`src/rtl/bpls_pkg.sv`:
```
// Types and constants of the busy permille load sampler.
`default_nettype none

package bpls_pkg;

    typedef struct packed {
        logic        req_type;
        logic [4:0]  entry_index;
        logic [63:0] thread_cycles;
        logic [31:0] core_cycles;
    } bpls_in_t;

    typedef struct packed {
        logic [1:0]  status;
        logic [31:0] total_cycles;
        logic [31:0] work_cycles;
        logic [9:0]  busy_permille;
    } bpls_out_t;

    typedef struct packed {
        logic        enabled;
        logic [4:0]  entry_count;
        logic [23:0] bg_mask;
    } bpls_cfg_t;

    localparam logic REQ_THREAD = 1'b0;
    localparam logic REQ_END    = 1'b1;

    localparam logic [1:0] STAT_VALID       = 2'd0;
    localparam logic [1:0] STAT_PRIMED      = 2'd1;
    localparam logic [1:0] STAT_NOT_STARTED = 2'd2;

    localparam logic [1:0] CFG_ENABLED     = 2'd0;
    localparam logic [1:0] CFG_ENTRY_COUNT = 2'd1;
    localparam logic [1:0] CFG_BG_MASK     = 2'd2;

    localparam int BG_MASK_BITS = 24;
    localparam int PERMILLE     = 1000;
    localparam int QUOT_BITS    = 10;
    localparam int DIV_W        = 42;   // 32-bit work times 1000
    localparam int CNT_W        = 4;

    typedef enum logic [3:0] {
        ST_IDLE,
        ST_READ,
        ST_ACCUM,
        ST_PRIME,
        ST_CALC,
        ST_MUL,
        ST_DIV,
        ST_EMIT_OFF,
        ST_EMIT_PRIMED,
        ST_EMIT_SAMPLE
    } bpls_state_t;

    typedef struct packed {
        logic       capture;
        logic       update;
        logic       accum;
        logic       prime;
        logic       calc;
        logic       mul;
        logic       div_step;
        logic       emit;
        logic [1:0] emit_status;
    } bpls_cmd_t;

    typedef struct packed {
        logic thread_ok;
        logic enabled;
        logic primed;
        logic div_done;
        logic out_free;
    } bpls_stat_t;

endpackage

`default_nettype wire

```
`src/rtl/bpls_ram.sv`:
```
// Generic single-port-write RAM with registered read.
`default_nettype none

module bpls_ram #(
    parameter int WIDTH = 64,
    parameter int DEPTH = 24,
    localparam int AW   = (DEPTH > 1) ? $clog2(DEPTH) : 1
) (
    input  wire logic             clk,
    input  wire logic             wr_en,
    input  wire logic [AW-1:0]    wr_addr,
    input  wire logic [WIDTH-1:0] wr_data,
    input  wire logic             rd_en,
    input  wire logic [AW-1:0]    rd_addr,
    output logic      [WIDTH-1:0] rd_data
);

    logic [WIDTH-1:0] mem_reg [DEPTH];

    always_ff @(posedge clk)
    begin
        if (wr_en)
        begin
            mem_reg[wr_addr] <= wr_data;
        end
        if (rd_en)
        begin
            rd_data <= mem_reg[rd_addr];
        end
    end

endmodule

`default_nettype wire

```
`src/rtl/bpls_ctrl.sv`:
```
// Sequencer of the load sampler: steps the datapath through one request.
`default_nettype none

module bpls_ctrl (
    input  wire logic                clk,
    input  wire logic                rst_n,
    input  wire logic                in_valid,
    input  wire logic                in_req,
    input  wire bpls_pkg::bpls_stat_t stat,
    output logic                     in_stall,
    output bpls_pkg::bpls_cmd_t      cmd
);
    import bpls_pkg::*;

    bpls_state_t state_reg;
    bpls_state_t state_next;

    always_ff @(posedge clk or negedge rst_n)
    begin
        if (!rst_n)
        begin
            state_reg <= ST_IDLE;
        end
        else
        begin
            state_reg <= state_next;
        end
    end

    // next state
    always_comb
    begin
        state_next = state_reg;
        case (state_reg)
            ST_IDLE:
            begin
                if (in_valid)
                begin
                    if (in_req == REQ_THREAD)
                    begin
                        state_next = stat.thread_ok ? ST_READ : ST_IDLE;
                    end
                    else if (!stat.enabled)
                    begin
                        state_next = ST_EMIT_OFF;
                    end
                    else if (!stat.primed)
                    begin
                        state_next = ST_PRIME;
                    end
                    else
                    begin
                        state_next = ST_CALC;
                    end
                end
            end
            ST_READ:  state_next = ST_ACCUM;
            ST_ACCUM: state_next = ST_IDLE;
            ST_PRIME: state_next = ST_EMIT_PRIMED;
            ST_CALC:  state_next = ST_MUL;
            ST_MUL:   state_next = ST_DIV;
            ST_DIV:
            begin
                if (stat.div_done)
                begin
                    state_next = ST_EMIT_SAMPLE;
                end
            end
            ST_EMIT_OFF, ST_EMIT_PRIMED, ST_EMIT_SAMPLE:
            begin
                if (stat.out_free)
                begin
                    state_next = ST_IDLE;
                end
            end
            default:  state_next = ST_IDLE;
        endcase
    end

    // outputs
    always_comb
    begin
        cmd      = '0;
        in_stall = 1'b1;
        case (state_reg)
            ST_IDLE:
            begin
                in_stall    = 1'b0;
                cmd.capture = in_valid;
            end
            ST_READ:  cmd.update   = 1'b1;
            ST_ACCUM: cmd.accum    = 1'b1;
            ST_PRIME: cmd.prime    = 1'b1;
            ST_CALC:  cmd.calc     = 1'b1;
            ST_MUL:   cmd.mul      = 1'b1;
            ST_DIV:   cmd.div_step = 1'b1;
            ST_EMIT_OFF:
            begin
                cmd.emit        = stat.out_free;
                cmd.emit_status = STAT_NOT_STARTED;
            end
            ST_EMIT_PRIMED:
            begin
                cmd.emit        = stat.out_free;
                cmd.emit_status = STAT_PRIMED;
            end
            ST_EMIT_SAMPLE:
            begin
                cmd.emit        = stat.out_free;
                cmd.emit_status = STAT_VALID;
            end
            default:  cmd = '0;
        endcase
    end

endmodule

`default_nettype wire

```
`src/rtl/bpls_dp.sv`:
```
// Datapath of the load sampler: baselines, work sum, clamp, divider, result register.
`default_nettype none

module bpls_dp #(
    parameter int MAX_ENTRIES = 24
) (
    input  wire logic                 clk,
    input  wire logic                 rst_n,
    input  wire bpls_pkg::bpls_in_t   in_data,
    input  wire bpls_pkg::bpls_cfg_t  cfg,
    input  wire bpls_pkg::bpls_cmd_t  cmd,
    input  wire logic                 out_stall,
    output bpls_pkg::bpls_stat_t      stat,
    output logic                      out_valid,
    output bpls_pkg::bpls_out_t       out_data
);
    import bpls_pkg::*;

    localparam int AW = (MAX_ENTRIES > 1) ? $clog2(MAX_ENTRIES) : 1;

    bpls_in_t               cap_reg;
    logic [MAX_ENTRIES-1:0] base_valid_reg;
    logic [63:0]            delta_reg;
    logic [63:0]            work_sum_reg;
    logic                   primed_reg;
    logic [31:0]            last_core_reg;
    logic [31:0]            total_reg;
    logic [31:0]            work_reg;
    logic [DIV_W-1:0]       rem_reg;
    logic [QUOT_BITS-1:0]   quot_reg;
    logic [CNT_W-1:0]       div_cnt_reg;
    logic                   out_valid_reg;
    bpls_out_t              out_data_reg;

    logic [AW+4:0]    in_idx_wide;
    logic [AW+4:0]    cap_idx_wide;
    logic [AW-1:0]    in_addr;
    logic [AW-1:0]    cap_addr;
    logic [63:0]      ram_rd;
    logic [63:0]      baseline;
    logic             is_bg;
    logic [31:0]      total_next;
    logic [DIV_W-1:0] div_sub;
    bpls_out_t        out_data_next;

    assign in_idx_wide  = (AW+5)'(in_data.entry_index);
    assign cap_idx_wide = (AW+5)'(cap_reg.entry_index);
    assign in_addr      = in_idx_wide[AW-1:0];
    assign cap_addr     = cap_idx_wide[AW-1:0];

    bpls_ram #(
        .WIDTH (64),
        .DEPTH (MAX_ENTRIES)
    ) u_base_ram (
        .clk     (clk),
        .wr_en   (cmd.update),
        .wr_addr (cap_addr),
        .wr_data (cap_reg.thread_cycles),
        .rd_en   (cmd.capture),
        .rd_addr (in_addr),
        .rd_data (ram_rd)
    );

    // never-written entries read as zero
    assign baseline = base_valid_reg[cap_addr] ? ram_rd : 64'd0;

    // entries past the mask always count as work
    assign is_bg = (32'(cap_reg.entry_index) < 32'(BG_MASK_BITS))
                   ? cfg.bg_mask[cap_reg.entry_index] : 1'b0;

    assign total_next = cap_reg.core_cycles - last_core_reg;
    assign div_sub    = DIV_W'(total_reg) << div_cnt_reg;

    assign stat.thread_ok = cfg.enabled
                            && (in_data.entry_index < cfg.entry_count)
                            && (32'(in_data.entry_index) < 32'(MAX_ENTRIES));
    assign stat.enabled   = cfg.enabled;
    assign stat.primed    = primed_reg;
    assign stat.div_done  = (div_cnt_reg == '0);
    assign stat.out_free  = !out_valid_reg || !out_stall;

    always_comb
    begin
        out_data_next        = '0;
        out_data_next.status = cmd.emit_status;
        if (cmd.emit_status == STAT_VALID)
        begin
            out_data_next.total_cycles  = total_reg;
            out_data_next.work_cycles   = work_reg;
            out_data_next.busy_permille = (total_reg == 32'd0) ? '0 : quot_reg;
        end
    end

    // control state
    always_ff @(posedge clk or negedge rst_n)
    begin
        if (!rst_n)
        begin
            base_valid_reg <= '0;
            work_sum_reg   <= '0;
            primed_reg     <= 1'b0;
            last_core_reg  <= '0;
            out_valid_reg  <= 1'b0;
        end
        else
        begin
            if (cmd.update)
            begin
                base_valid_reg[cap_addr] <= 1'b1;
            end
            if (cmd.accum && primed_reg && !is_bg)
            begin
                work_sum_reg <= work_sum_reg + delta_reg;
            end
            if (cmd.prime)
            begin
                primed_reg    <= 1'b1;
                last_core_reg <= cap_reg.core_cycles;
                work_sum_reg  <= '0;
            end
            if (cmd.calc)
            begin
                last_core_reg <= cap_reg.core_cycles;
                work_sum_reg  <= '0;
            end
            if (cmd.emit)
            begin
                out_valid_reg <= 1'b1;
            end
            else if (!out_stall)
            begin
                out_valid_reg <= 1'b0;
            end
        end
    end

    // payload
    always_ff @(posedge clk)
    begin
        if (cmd.capture)
        begin
            cap_reg <= in_data;
        end
        if (cmd.update)
        begin
            delta_reg <= cap_reg.thread_cycles - baseline;
        end
        if (cmd.calc)
        begin
            total_reg <= total_next;
            work_reg  <= (work_sum_reg > {32'd0, total_next}) ? total_next
                                                               : work_sum_reg[31:0];
        end
        if (cmd.mul)
        begin
            rem_reg     <= DIV_W'(work_reg) * DIV_W'(PERMILLE);
            quot_reg    <= '0;
            div_cnt_reg <= CNT_W'(QUOT_BITS - 1);
        end
        if (cmd.div_step)
        begin
            if (rem_reg >= div_sub)
            begin
                rem_reg               <= rem_reg - div_sub;
                quot_reg[div_cnt_reg] <= 1'b1;
            end
            if (div_cnt_reg != '0)
            begin
                div_cnt_reg <= div_cnt_reg - 1'b1;
            end
        end
        if (cmd.emit)
        begin
            out_data_reg <= out_data_next;
        end
    end

    assign out_valid = out_valid_reg;
    assign out_data  = out_data_reg;

endmodule

`default_nettype wire

```
`src/rtl/busy_permille_load_sampler.sv`:
```
// Top level of the busy permille load sampler: config registers, sequencer and datapath.
//
// Load monitor for a clock governor. A sample is a run of thread requests
// (req_type 0), each giving the cumulative 64-bit cycle count of one entry,
// closed by an end request (req_type 1) that carries the 32-bit core cycle
// counter. Thread requests update the entry baseline and add the wrapped delta
// to a work sum unless the entry is marked background; they return nothing.
// Each end request returns one result: status 2 while not enabled, status 1
// for the first (priming) sample, otherwise status 0 with the core total, the
// work clamped to it and work*1000/total (0 when the total is 0). Thread
// requests whose entry is out of range, or that arrive while disabled, are
// dropped. Timing: a thread request passes through accept, baseline RAM read
// and accumulate. An end request passes through accept, clamp, multiply, ten
// restoring divider steps producing one quotient bit each and load result, the
// load waiting for a free result register; priming end requests pass through
// accept, prime and load result, disabled ones through accept and load result.
// The divider sets the end-request latency. The result sits in an output register, so
// the next sample's thread requests are taken while a result waits on out_stall.
// Baselines live in a RAM of MAX_ENTRIES words with per-entry valid flops, so there
// is no clearing pass. Config writes are expected only while the block is idle.
`default_nettype none

module busy_permille_load_sampler #(
    parameter int MAX_ENTRIES = 24
) (
    input  wire logic                clk,
    input  wire logic                rst_n,
    input  wire logic                in_valid,
    output logic                     in_stall,
    input  wire bpls_pkg::bpls_in_t  in_data,
    output logic                     out_valid,
    input  wire logic                out_stall,
    output bpls_pkg::bpls_out_t      out_data,
    input  wire logic                cfg_wr_en,
    input  wire logic [1:0]          cfg_index,
    input  wire logic [23:0]         cfg_wdata
);
    import bpls_pkg::*;

    bpls_cfg_t  cfg_reg;
    bpls_cmd_t  cmd;
    bpls_stat_t stat;

    // configuration registers; writes to unknown indexes are dropped
    always_ff @(posedge clk or negedge rst_n)
    begin
        if (!rst_n)
        begin
            cfg_reg <= '0;
        end
        else if (cfg_wr_en)
        begin
            case (cfg_index)
                CFG_ENABLED:     cfg_reg.enabled     <= cfg_wdata[0];
                CFG_ENTRY_COUNT: cfg_reg.entry_count <= cfg_wdata[4:0];
                CFG_BG_MASK:     cfg_reg.bg_mask     <= cfg_wdata;
                default:         cfg_reg             <= cfg_reg;
            endcase
        end
    end

    bpls_ctrl u_ctrl (
        .clk      (clk),
        .rst_n    (rst_n),
        .in_valid (in_valid),
        .in_req   (in_data.req_type),
        .stat     (stat),
        .in_stall (in_stall),
        .cmd      (cmd)
    );

    bpls_dp #(
        .MAX_ENTRIES (MAX_ENTRIES)
    ) u_dp (
        .clk       (clk),
        .rst_n     (rst_n),
        .in_data   (in_data),
        .cfg       (cfg_reg),
        .cmd       (cmd),
        .out_stall (out_stall),
        .stat      (stat),
        .out_valid (out_valid),
        .out_data  (out_data)
    );

endmodule

`default_nettype wire

```
`config.mk`:
```
export PLATFORM = sky130hd
export DESIGN_NAME = busy_permille_load_sampler
export DESIGN_NICKNAME = d
export VERILOG_FILES = /design/src/rtl/bpls_pkg.sv /design/src/rtl/bpls_ram.sv /design/src/rtl/bpls_ctrl.sv /design/src/rtl/bpls_dp.sv /design/src/rtl/busy_permille_load_sampler.sv
export SDC_FILE = /design/constraint.sdc
export NUM_CORES = 2
export LEC_CHECK = 0
export ABC_AREA = 1
export BUFFER_PORTS_ARGS = -buffer_cell sky130_fd_sc_hd__buf_2
export CORE_UTILIZATION = 55
export CTS_CLUSTER_SIZE = 12
export DETAILED_ROUTE_END_ITERATION = 12
export PLACE_DENSITY_LB_ADDON = 0.08
export SLEW_MARGIN = 20
export SYNTH_ARGS = -nofsm -noshare
export SYNTH_HDL_FRONTEND = slang
export SYNTH_SLANG_ARGS = --single-unit
```
`constraint.sdc`:
```
create_clock -name clk -period 9.4 [get_ports clk]
set_input_delay 1.88 -clock clk [delete_from_list [all_inputs] [get_ports clk]]
set_output_delay 1.88 -clock clk [all_outputs]
set_load 0.01 [all_outputs]
```
# Word-level counts from Yosys, hierarchy flattened
# Memories as Yosys holds them, arrays and structs flattened. A register that Yosys moved wholly into a read port is not among the register bits.
# Cells that the tools add are included.
[op_classes]
n_shift = 1
mux = 46
add_sub_neg = 5
eq_ne = 15
bitwise_logic = 3
magnitude_cmp = 9
mul = 1
n_reduce_logical = 24
[ops]
columns = ["op", "n"]
rows = [
  ["64-bit two-way mux", 4],
  ["42-bit two-way mux", 3],
  ["32-bit two-way mux", 3],
  ["64-bit adder", 1],
  ["64-bit by 32-bit greater-than comparator with 1-bit output", 1],
  ["64-bit subtractor", 1],
  ["42-bit >= comparator", 1],
  ["32-bit by 4-bit << shifter with 42-bit output", 1],
  ["42-bit subtractor", 1],
  ["32-bit by 7-bit multiplier with 39-bit output (second input constant)", 1],
  ["32-bit zero test", 1],
  ["4-bit two-way mux", 8],
  ["32-bit subtractor", 1],
  ["10-bit two-way mux", 3],
  ["4-bit one-hot mux with 7 select lines", 1],
  ["24-bit bitwise OR", 1],
  ["1-bit two-way mux", 18],
  ["4-bit by 3-bit == test with 1-bit output (second input constant)", 4],
  ["1-bit binary-select mux with 5-bit select", 2],
  ["5-bit < comparator (second input constant)", 2],
  ["10-bit bitwise OR", 1],
  ["3-bit one-hot mux with 3 select lines", 1],
  ["4-bit by 2-bit == test with 1-bit output (second input constant)", 2],
  ["4-bit == test (second input constant)", 2],
  ["27 further kinds", 40],
]
[totals]
regBits = 517
memories = 1
out_inout_bits = 78
mem_bits_rw = 1536
[mem_list]
columns = ["name", "depth", "width", "read_ports", "rd_ports_with_merged_regs", "wr", "line", "rtl"]
rows = [
  ["u_dp.u_base_ram.mem_reg", 24, 64, 1, 1, 1, "bpls_ram.sv:18", "logic [WIDTH-1:0] mem_reg [DEPTH];"],
]

# Depth between registers and ports, before layout
[depth]
ltp_word = 8
mapped_depth = 27
mapped_depth_nobuf = 26

# By module
# From an unflattened synthesis, not the netlist that was laid out.
[hier_totals]
cells_unflattened = 11585
area_unflattened_um2 = 108116.2
[modules_own_cells]
columns = ["module", "cells_per_inst", "area_each_um2", "seq_area_each_um2", "n_inst"]
rows = [
  ["bpls_ram", 5807, 65891.9, 48046.1, 1],
  ["bpls_dp", 5572, 40536.4, 13332.8, 1],
  ["busy_permille_load_sampler", 138, 1298.7, 750.7, 1],
  ["bpls_ctrl", 68, 389.1, 100.1, 1],
]

# Least setup slack after synthesis
# OpenSTA, ideal clock, no wires.
[synth_timing]
path_kind = "input-to-reg"
startpoint = "in in_valid"
endpoint = "reg u_dp.cap_reg (netlist bit u_dp.cap_addr[0]) (enable)"
required_time_ns = 8.708
slack_ns = 0.004
arrival_ns = 8.704
setup_time_ns = 0.692
stages = 2
n_path_buf = 0
path_cell_list = "inv_1 > nor2_1"
[synth_lines]
columns = ["item", "line", "rtl"]
rows = [
  ["start, declared", "busy_permille_load_sampler.sv:28", "input wire logic in_valid,"],
  ["end signal, assigned", "bpls_dp.sv:142", "cap_reg <= in_data;"],
  ["end, declared", "bpls_dp.sv:21", "bpls_in_t cap_reg;"],
]

# Final worst setup path
[layout_timing]
startpoint = "reg u_dp.div_cnt_reg[2]"
endpoint = "reg u_dp.rem_reg[17]"
[layout_between]
elab_chain_cells = 4
[layout_lines]
columns = ["item", "line", "rtl"]
rows = [
  ["start, declared", "bpls_dp.sv:31", "logic [CNT_W-1:0] div_cnt_reg;"],
  ["start signal, assigned", "bpls_dp.sv:158", "div_cnt_reg <= CNT_W'(QUOT_BITS - 1);"],
  ["start signal, assigned", "bpls_dp.sv:169", "div_cnt_reg <= div_cnt_reg - 1'b1;"],
  ["32-bit by 4-bit << shifter with 42-bit output (*)", "bpls_dp.sv:72", "assign div_sub = DIV_W'(total_reg) << div_cnt_reg;"],
  ["42-bit subtractor / 42-bit >= comparator (equally long branches)", "bpls_dp.sv:164, bpls_dp.sv:162", ""],
  ["42-bit two-way mux (*)", "bpls_dp.sv:162", "if (rem_reg >= div_sub)"],
  ["42-bit two-way mux (*)", "bpls_dp.sv:160", "if (cmd.div_step)"],
  ["end signal, assigned", "bpls_dp.sv:156", "rem_reg <= DIV_W'(work_reg) * DIV_W'(PERMILLE);"],
  ["end signal, assigned", "bpls_dp.sv:164", "rem_reg <= rem_reg - div_sub;"],
  ["end, declared", "bpls_dp.sv:29", "logic [DIV_W-1:0] rem_reg;"],
]
# Every way passes the cells marked *; elsewhere a longest branch is shown, timed or not.
# A chain may end at the register's enable or synchronous reset.

==> flow_results.xml <==
<?xml version="1.0" encoding="UTF-8"?>
<metrics>
  <group name="global_routing">
    <metric name="grt_first_pass_wirelength" unit="mm">479.9</metric>
    <metric name="antenna_found_initial" unit="">10</metric>
    <metric name="first_global_vias" unit="">74230</metric>
    <metric name="grt_util_all_layers" unit="">0.3398</metric>
    <metric name="grt_max_degree" unit="">239</metric>
    <metric name="grt-ovfl-total" unit="">0</metric>
  </group>
  <group name="placed_design">
    <metric name="place.port_buffers" unit="">210</metric>
    <metric name="placement.cell_area" unit="um2">107400</metric>
    <metric name="routabilityCongestion" unit="">1.014</metric>
    <metric name="dpl.hpwl" unit="mm">209.4</metric>
    <metric name="place_worst_setup_slack" unit="ns">3.650</metric>
  </group>
  <group name="setup_path">
    <metric name="worstPathMaxFanout" unit="">38</metric>
    <metric name="worst_ep_required" unit="ns">10.15</metric>
    <metric name="critPathArrivalTime" unit="ns">6.59</metric>
    <metric name="critPathLaunchType" unit="">flop</metric>
    <metric name="critical_path.slowest_cell" unit="">sky130_fd_sc_hd__dfxtp_1</metric>
    <metric name="crit_path_max_incr_delay" unit="ns">1.02</metric>
    <metric name="worst-setup-path-type" unit="">flop to flop</metric>
    <metric name="critical_path_buf_inv_count" unit="">2</metric>
    <metric name="cp_cell_sequence" unit="">clkinv_1 &gt; nor2_1 &gt; a22oi_1 &gt; ha_1 &gt; a21oi_1 &gt; o21ai_0 &gt; a21oi_1 &gt; nand2_1 &gt; nor2_2 &gt; nand2_4 &gt; nand2_2 &gt; buf_4 &gt; o21ai_0 &gt; o21a_1</metric>
    <metric name="critPathCaptureType" unit="">flop</metric>
    <metric name="cpLargestDelayFamily" unit="">simple AND/OR/NAND/NOR gates</metric>
  </group>
  <group name="clock_network">
    <metric name="clock_tree.root_cell" unit="">sky130_fd_sc_hd__clkbuf_16</metric>
    <metric name="cts_made_buffers" unit="">216</metric>
    <metric name="clk_transition_reported_paths" unit="ns">0.07</metric>
    <metric name="cts_setup_buffers" unit="">0</metric>
    <metric name="cts_resized" unit="">0</metric>
    <metric name="htree_num_levels" unit="">4</metric>
    <metric name="cts_tree" unit="">done</metric>
    <metric name="tritoncts_num_sinks" unit="">2117</metric>
    <metric name="worstSkewPairLatency" unit="ns">0.91</metric>
    <metric name="cts_stage_hold_buffer_count" unit="">0</metric>
    <metric name="clk_path_buf_depth" unit="">3</metric>
  </group>
  <group name="die">
    <metric name="die_span_y" unit="um">436.5</metric>
    <metric name="die_x" unit="um">436.5</metric>
    <metric name="core.rowCount" unit="">159</metric>
    <metric name="initial_utilization" unit="">0.5535</metric>
    <metric name="design.die.area" unit="um2">190500</metric>
    <metric name="placeableCoreArea" unit="um2">187600</metric>
    <metric name="design.portCount" unit="">211</metric>
  </group>
  <group name="outcome">
    <metric name="outcome" unit="">complete, no violations</metric>
  </group>
  <group name="flow_run">
    <metric name="max-cap-violations" unit="">0</metric>
  </group>
  <group name="synthesis">
    <metric name="synth.yosys.seq_area_share" unit="">0.5993</metric>
    <metric name="syn_area_per_cell" unit="um2">10.23</metric>
    <metric name="synth_nets" unit="">10730</metric>
    <metric name="synth_edf_count" unit="">1905</metric>
    <metric name="synth_cells" unit="">10150</metric>
    <metric name="synth_flop_cell" unit="">sky130_fd_sc_hd__edfxtp_1</metric>
    <metric name="async_reset_ff_frac" unit="">0.07369</metric>
    <metric name="synth_warnings" unit="">0</metric>
    <metric name="yosysUniqueCellTypes" unit="">52</metric>
    <metric name="synth-seq-cells" unit="">2117</metric>
    <metric name="synthTopCellsByArea" unit="">sky130_fd_sc_hd__edfxtp_1 (55%), sky130_fd_sc_hd__nand2_1 (6.5%), sky130_fd_sc_hd__o21ai_0 (5.7%)</metric>
    <metric name="post_synth_instance_area" unit="um2">103800</metric>
    <metric name="synth_largest_area_cell" unit="">sky130_fd_sc_hd__edfxtp_1</metric>
    <metric name="post-synth-top-area-fraction" unit="">0.5509</metric>
  </group>
  <group name="final_layout">
    <metric name="fin_area" unit="um2">114100</metric>
    <metric name="postLayoutCoreUtil" unit="">0.6084</metric>
    <metric name="finish.net_count" unit="">10830</metric>
    <metric name="largest_reg_flops" unit="">1536</metric>
    <metric name="drive_above_1_share" unit="">0.06892</metric>
    <metric name="most_common_cell_after_layout_fill_and_taps_aside" unit="">sky130_fd_sc_hd__edfxtp_1</metric>
    <metric name="area_growth" unit="%">9.919</metric>
    <metric name="multiInputGateArea" unit="um2">36400</metric>
    <metric name="seq_area" unit="um2">62230</metric>
    <metric name="mostFrequentLayoutCells" unit="">sky130_fd_sc_hd__edfxtp_1 (1905), sky130_fd_sc_hd__nand2_1 (1793), sky130_fd_sc_hd__nor2_1 (1352)</metric>
    <metric name="nFillCells" unit="">15600</metric>
  </group>
  <group name="timing">
    <metric name="timing.final.max_slew_violations" unit="">0</metric>
    <metric name="relSlewSlack" unit="">0.2157</metric>
    <metric name="min_period" unit="ns">5.841</metric>
    <metric name="clock-skew-final" unit="ns">0.08434</metric>
    <metric name="fin_ws" unit="ns">3.559</metric>
    <metric name="worst_slew_pin_slew" unit="ns">1.176</metric>
    <metric name="share_of_the_cycle_needed_by_the_critical_path_after_routing" unit="">0.6214</metric>
    <metric name="finalSetupViolCount" unit="">0</metric>
    <metric name="finalHoldViolations" unit="">0</metric>
    <metric name="tns" unit="ns">0</metric>
    <metric name="setup_repair_after_global_routing_missed_its_margin" unit="">false</metric>
    <metric name="max_freq" unit="GHz">0.1712</metric>
  </group>
  <group name="hold_path">
    <metric name="min_path_type" unit="">flop to flop</metric>
  </group>
  <group name="drt">
    <metric name="totalWireLength" unit="mm">327.8</metric>
    <metric name="route.detailed.drc" unit="">0</metric>
    <metric name="post_drt_wl_per_cell" unit="um">25.40</metric>
    <metric name="number_of_antenna_violating_nets_in_the_routed_design" unit="">0</metric>
    <metric name="detailroute.via_count" unit="">77520</metric>
    <metric name="via_per_inst" unit="">6.006</metric>
    <metric name="drt-initial-drc-count" unit="">8525</metric>
    <metric name="drt_pass1_iterations" unit="">6</metric>
  </group>
</metrics>
==> metrics by stage <==
step / std cells / hold WS (ns)
5_1_grt: 12900 / 0.4881
3_3_place_gp: 12530 / 0.4482
6_report: 12910 / 0.4593
4_1_cts: 12900 / 0.4679
2_1_floorplan: 10150 / 0.4203
3_5_place_dp: 12530 / 0.4544
==> synthesized netlist by cell type, drive strengths merged (8+ instances only) <==
| library cell | count |
|---|---|
| o21a | 13 |
| nor3b | 8 |
| o22ai | 92 |
| dfrtp | 156 |
| o21bai | 36 |
| edfxtp | 1905 |
| clkbuf | 302 |
| o221ai | 293 |
| nand2 | 1802 |
| xor2 | 72 |
| fa | 122 |
| a21oi | 317 |
| ha | 324 |
| mux2i | 25 |
| nor3 | 52 |
| or2 | 38 |
| nand4 | 58 |
| a31oi | 9 |
| dfxtp | 56 |
| nor4 | 20 |
| a22oi | 32 |
| a21boi | 11 |
| xnor2 | 55 |
| o21ai | 1296 |
| o211ai | 30 |
| inv | 974 |
| buf | 117 |
| nor2 | 1395 |
| nand3 | 459 |
| mux2 | 19 |
| a21o | 19 |
| nand3b | 26 |
==> final timing paths <==
| path | startpoint | end | slack (ns) | cells past startpoint |
|---|---|---|---|---|
| max in group asynchronous | rst_n | cfg_reg[9] | 6.50 | 3 |
| max | u_dp.div_cnt_reg[2] | u_dp.rem_reg[17] | 3.56 | 14 |
| max reg2reg | u_dp.div_cnt_reg[2] | u_dp.rem_reg[17] | 3.56 | 14 |
| min in group asynchronous | rst_n | u_dp.work_sum_reg[60] | 1.00 | 1 |
| min reg2reg | u_dp.quot_reg[0] | u_dp.quot_reg[0] | 0.46 | 2 |
| min | u_dp.quot_reg[0] | u_dp.quot_reg[0] | 0.46 | 2 |
==> cells by family (layout without fill, tap and decap cells) <==
logic type	after synthesis	count (layout)	share of synthesized area
other	0	8	0
adders and majority gates	446	446	0.06256
DFF	2117	2117	0.5993
AOI/OAI and AO/OA	2153	2153	0.1193
buffers and inverters	1396	1654	0.05242
muxes	44	44	0.004471
and+or+nand+nor	3863	3863	0.1512
xor gates and xnor gates	127	127	0.01071
==> cell type report <==
| cell class | instances | share of cell area |
|---|---|---|
| Clock inverter | 70 | 0.006490 |
| Tap cell | 2495 | 0.02735 |
| Timing Repair Buffer | 310 | 0.01808 |
| Inverter | 977 | 0.03242 |
| Multi-Input combinational cell | 6633 | 0.3189 |
| Sequential cell | 2117 | 0.5452 |
| Antenna cell | 8 | 0.0001754 |
| Clock buffer | 297 | 0.05129 |
==> tightest hold or removal path: stages (launching register included) <==
cell and delay (ns):
sky130_fd_sc_hd__dfxtp_1 0.31, sky130_fd_sc_hd__nand2_1 0.06, sky130_fd_sc_hd__o21ai_1 0.05
==> layer usage <==
metal	vias up	track usage	wire length, um
met1	37840	0.4540	131000
met3	719	0.04196	24630
met5	-	0	27
li1	35550	-	-
met2	3410	0.5510	154800
met4	4	0.1684	17340
Power is left out: the tool's default activity adds up to more than one toggle a clock period on the data nets, which glitch-free logic cannot reach.
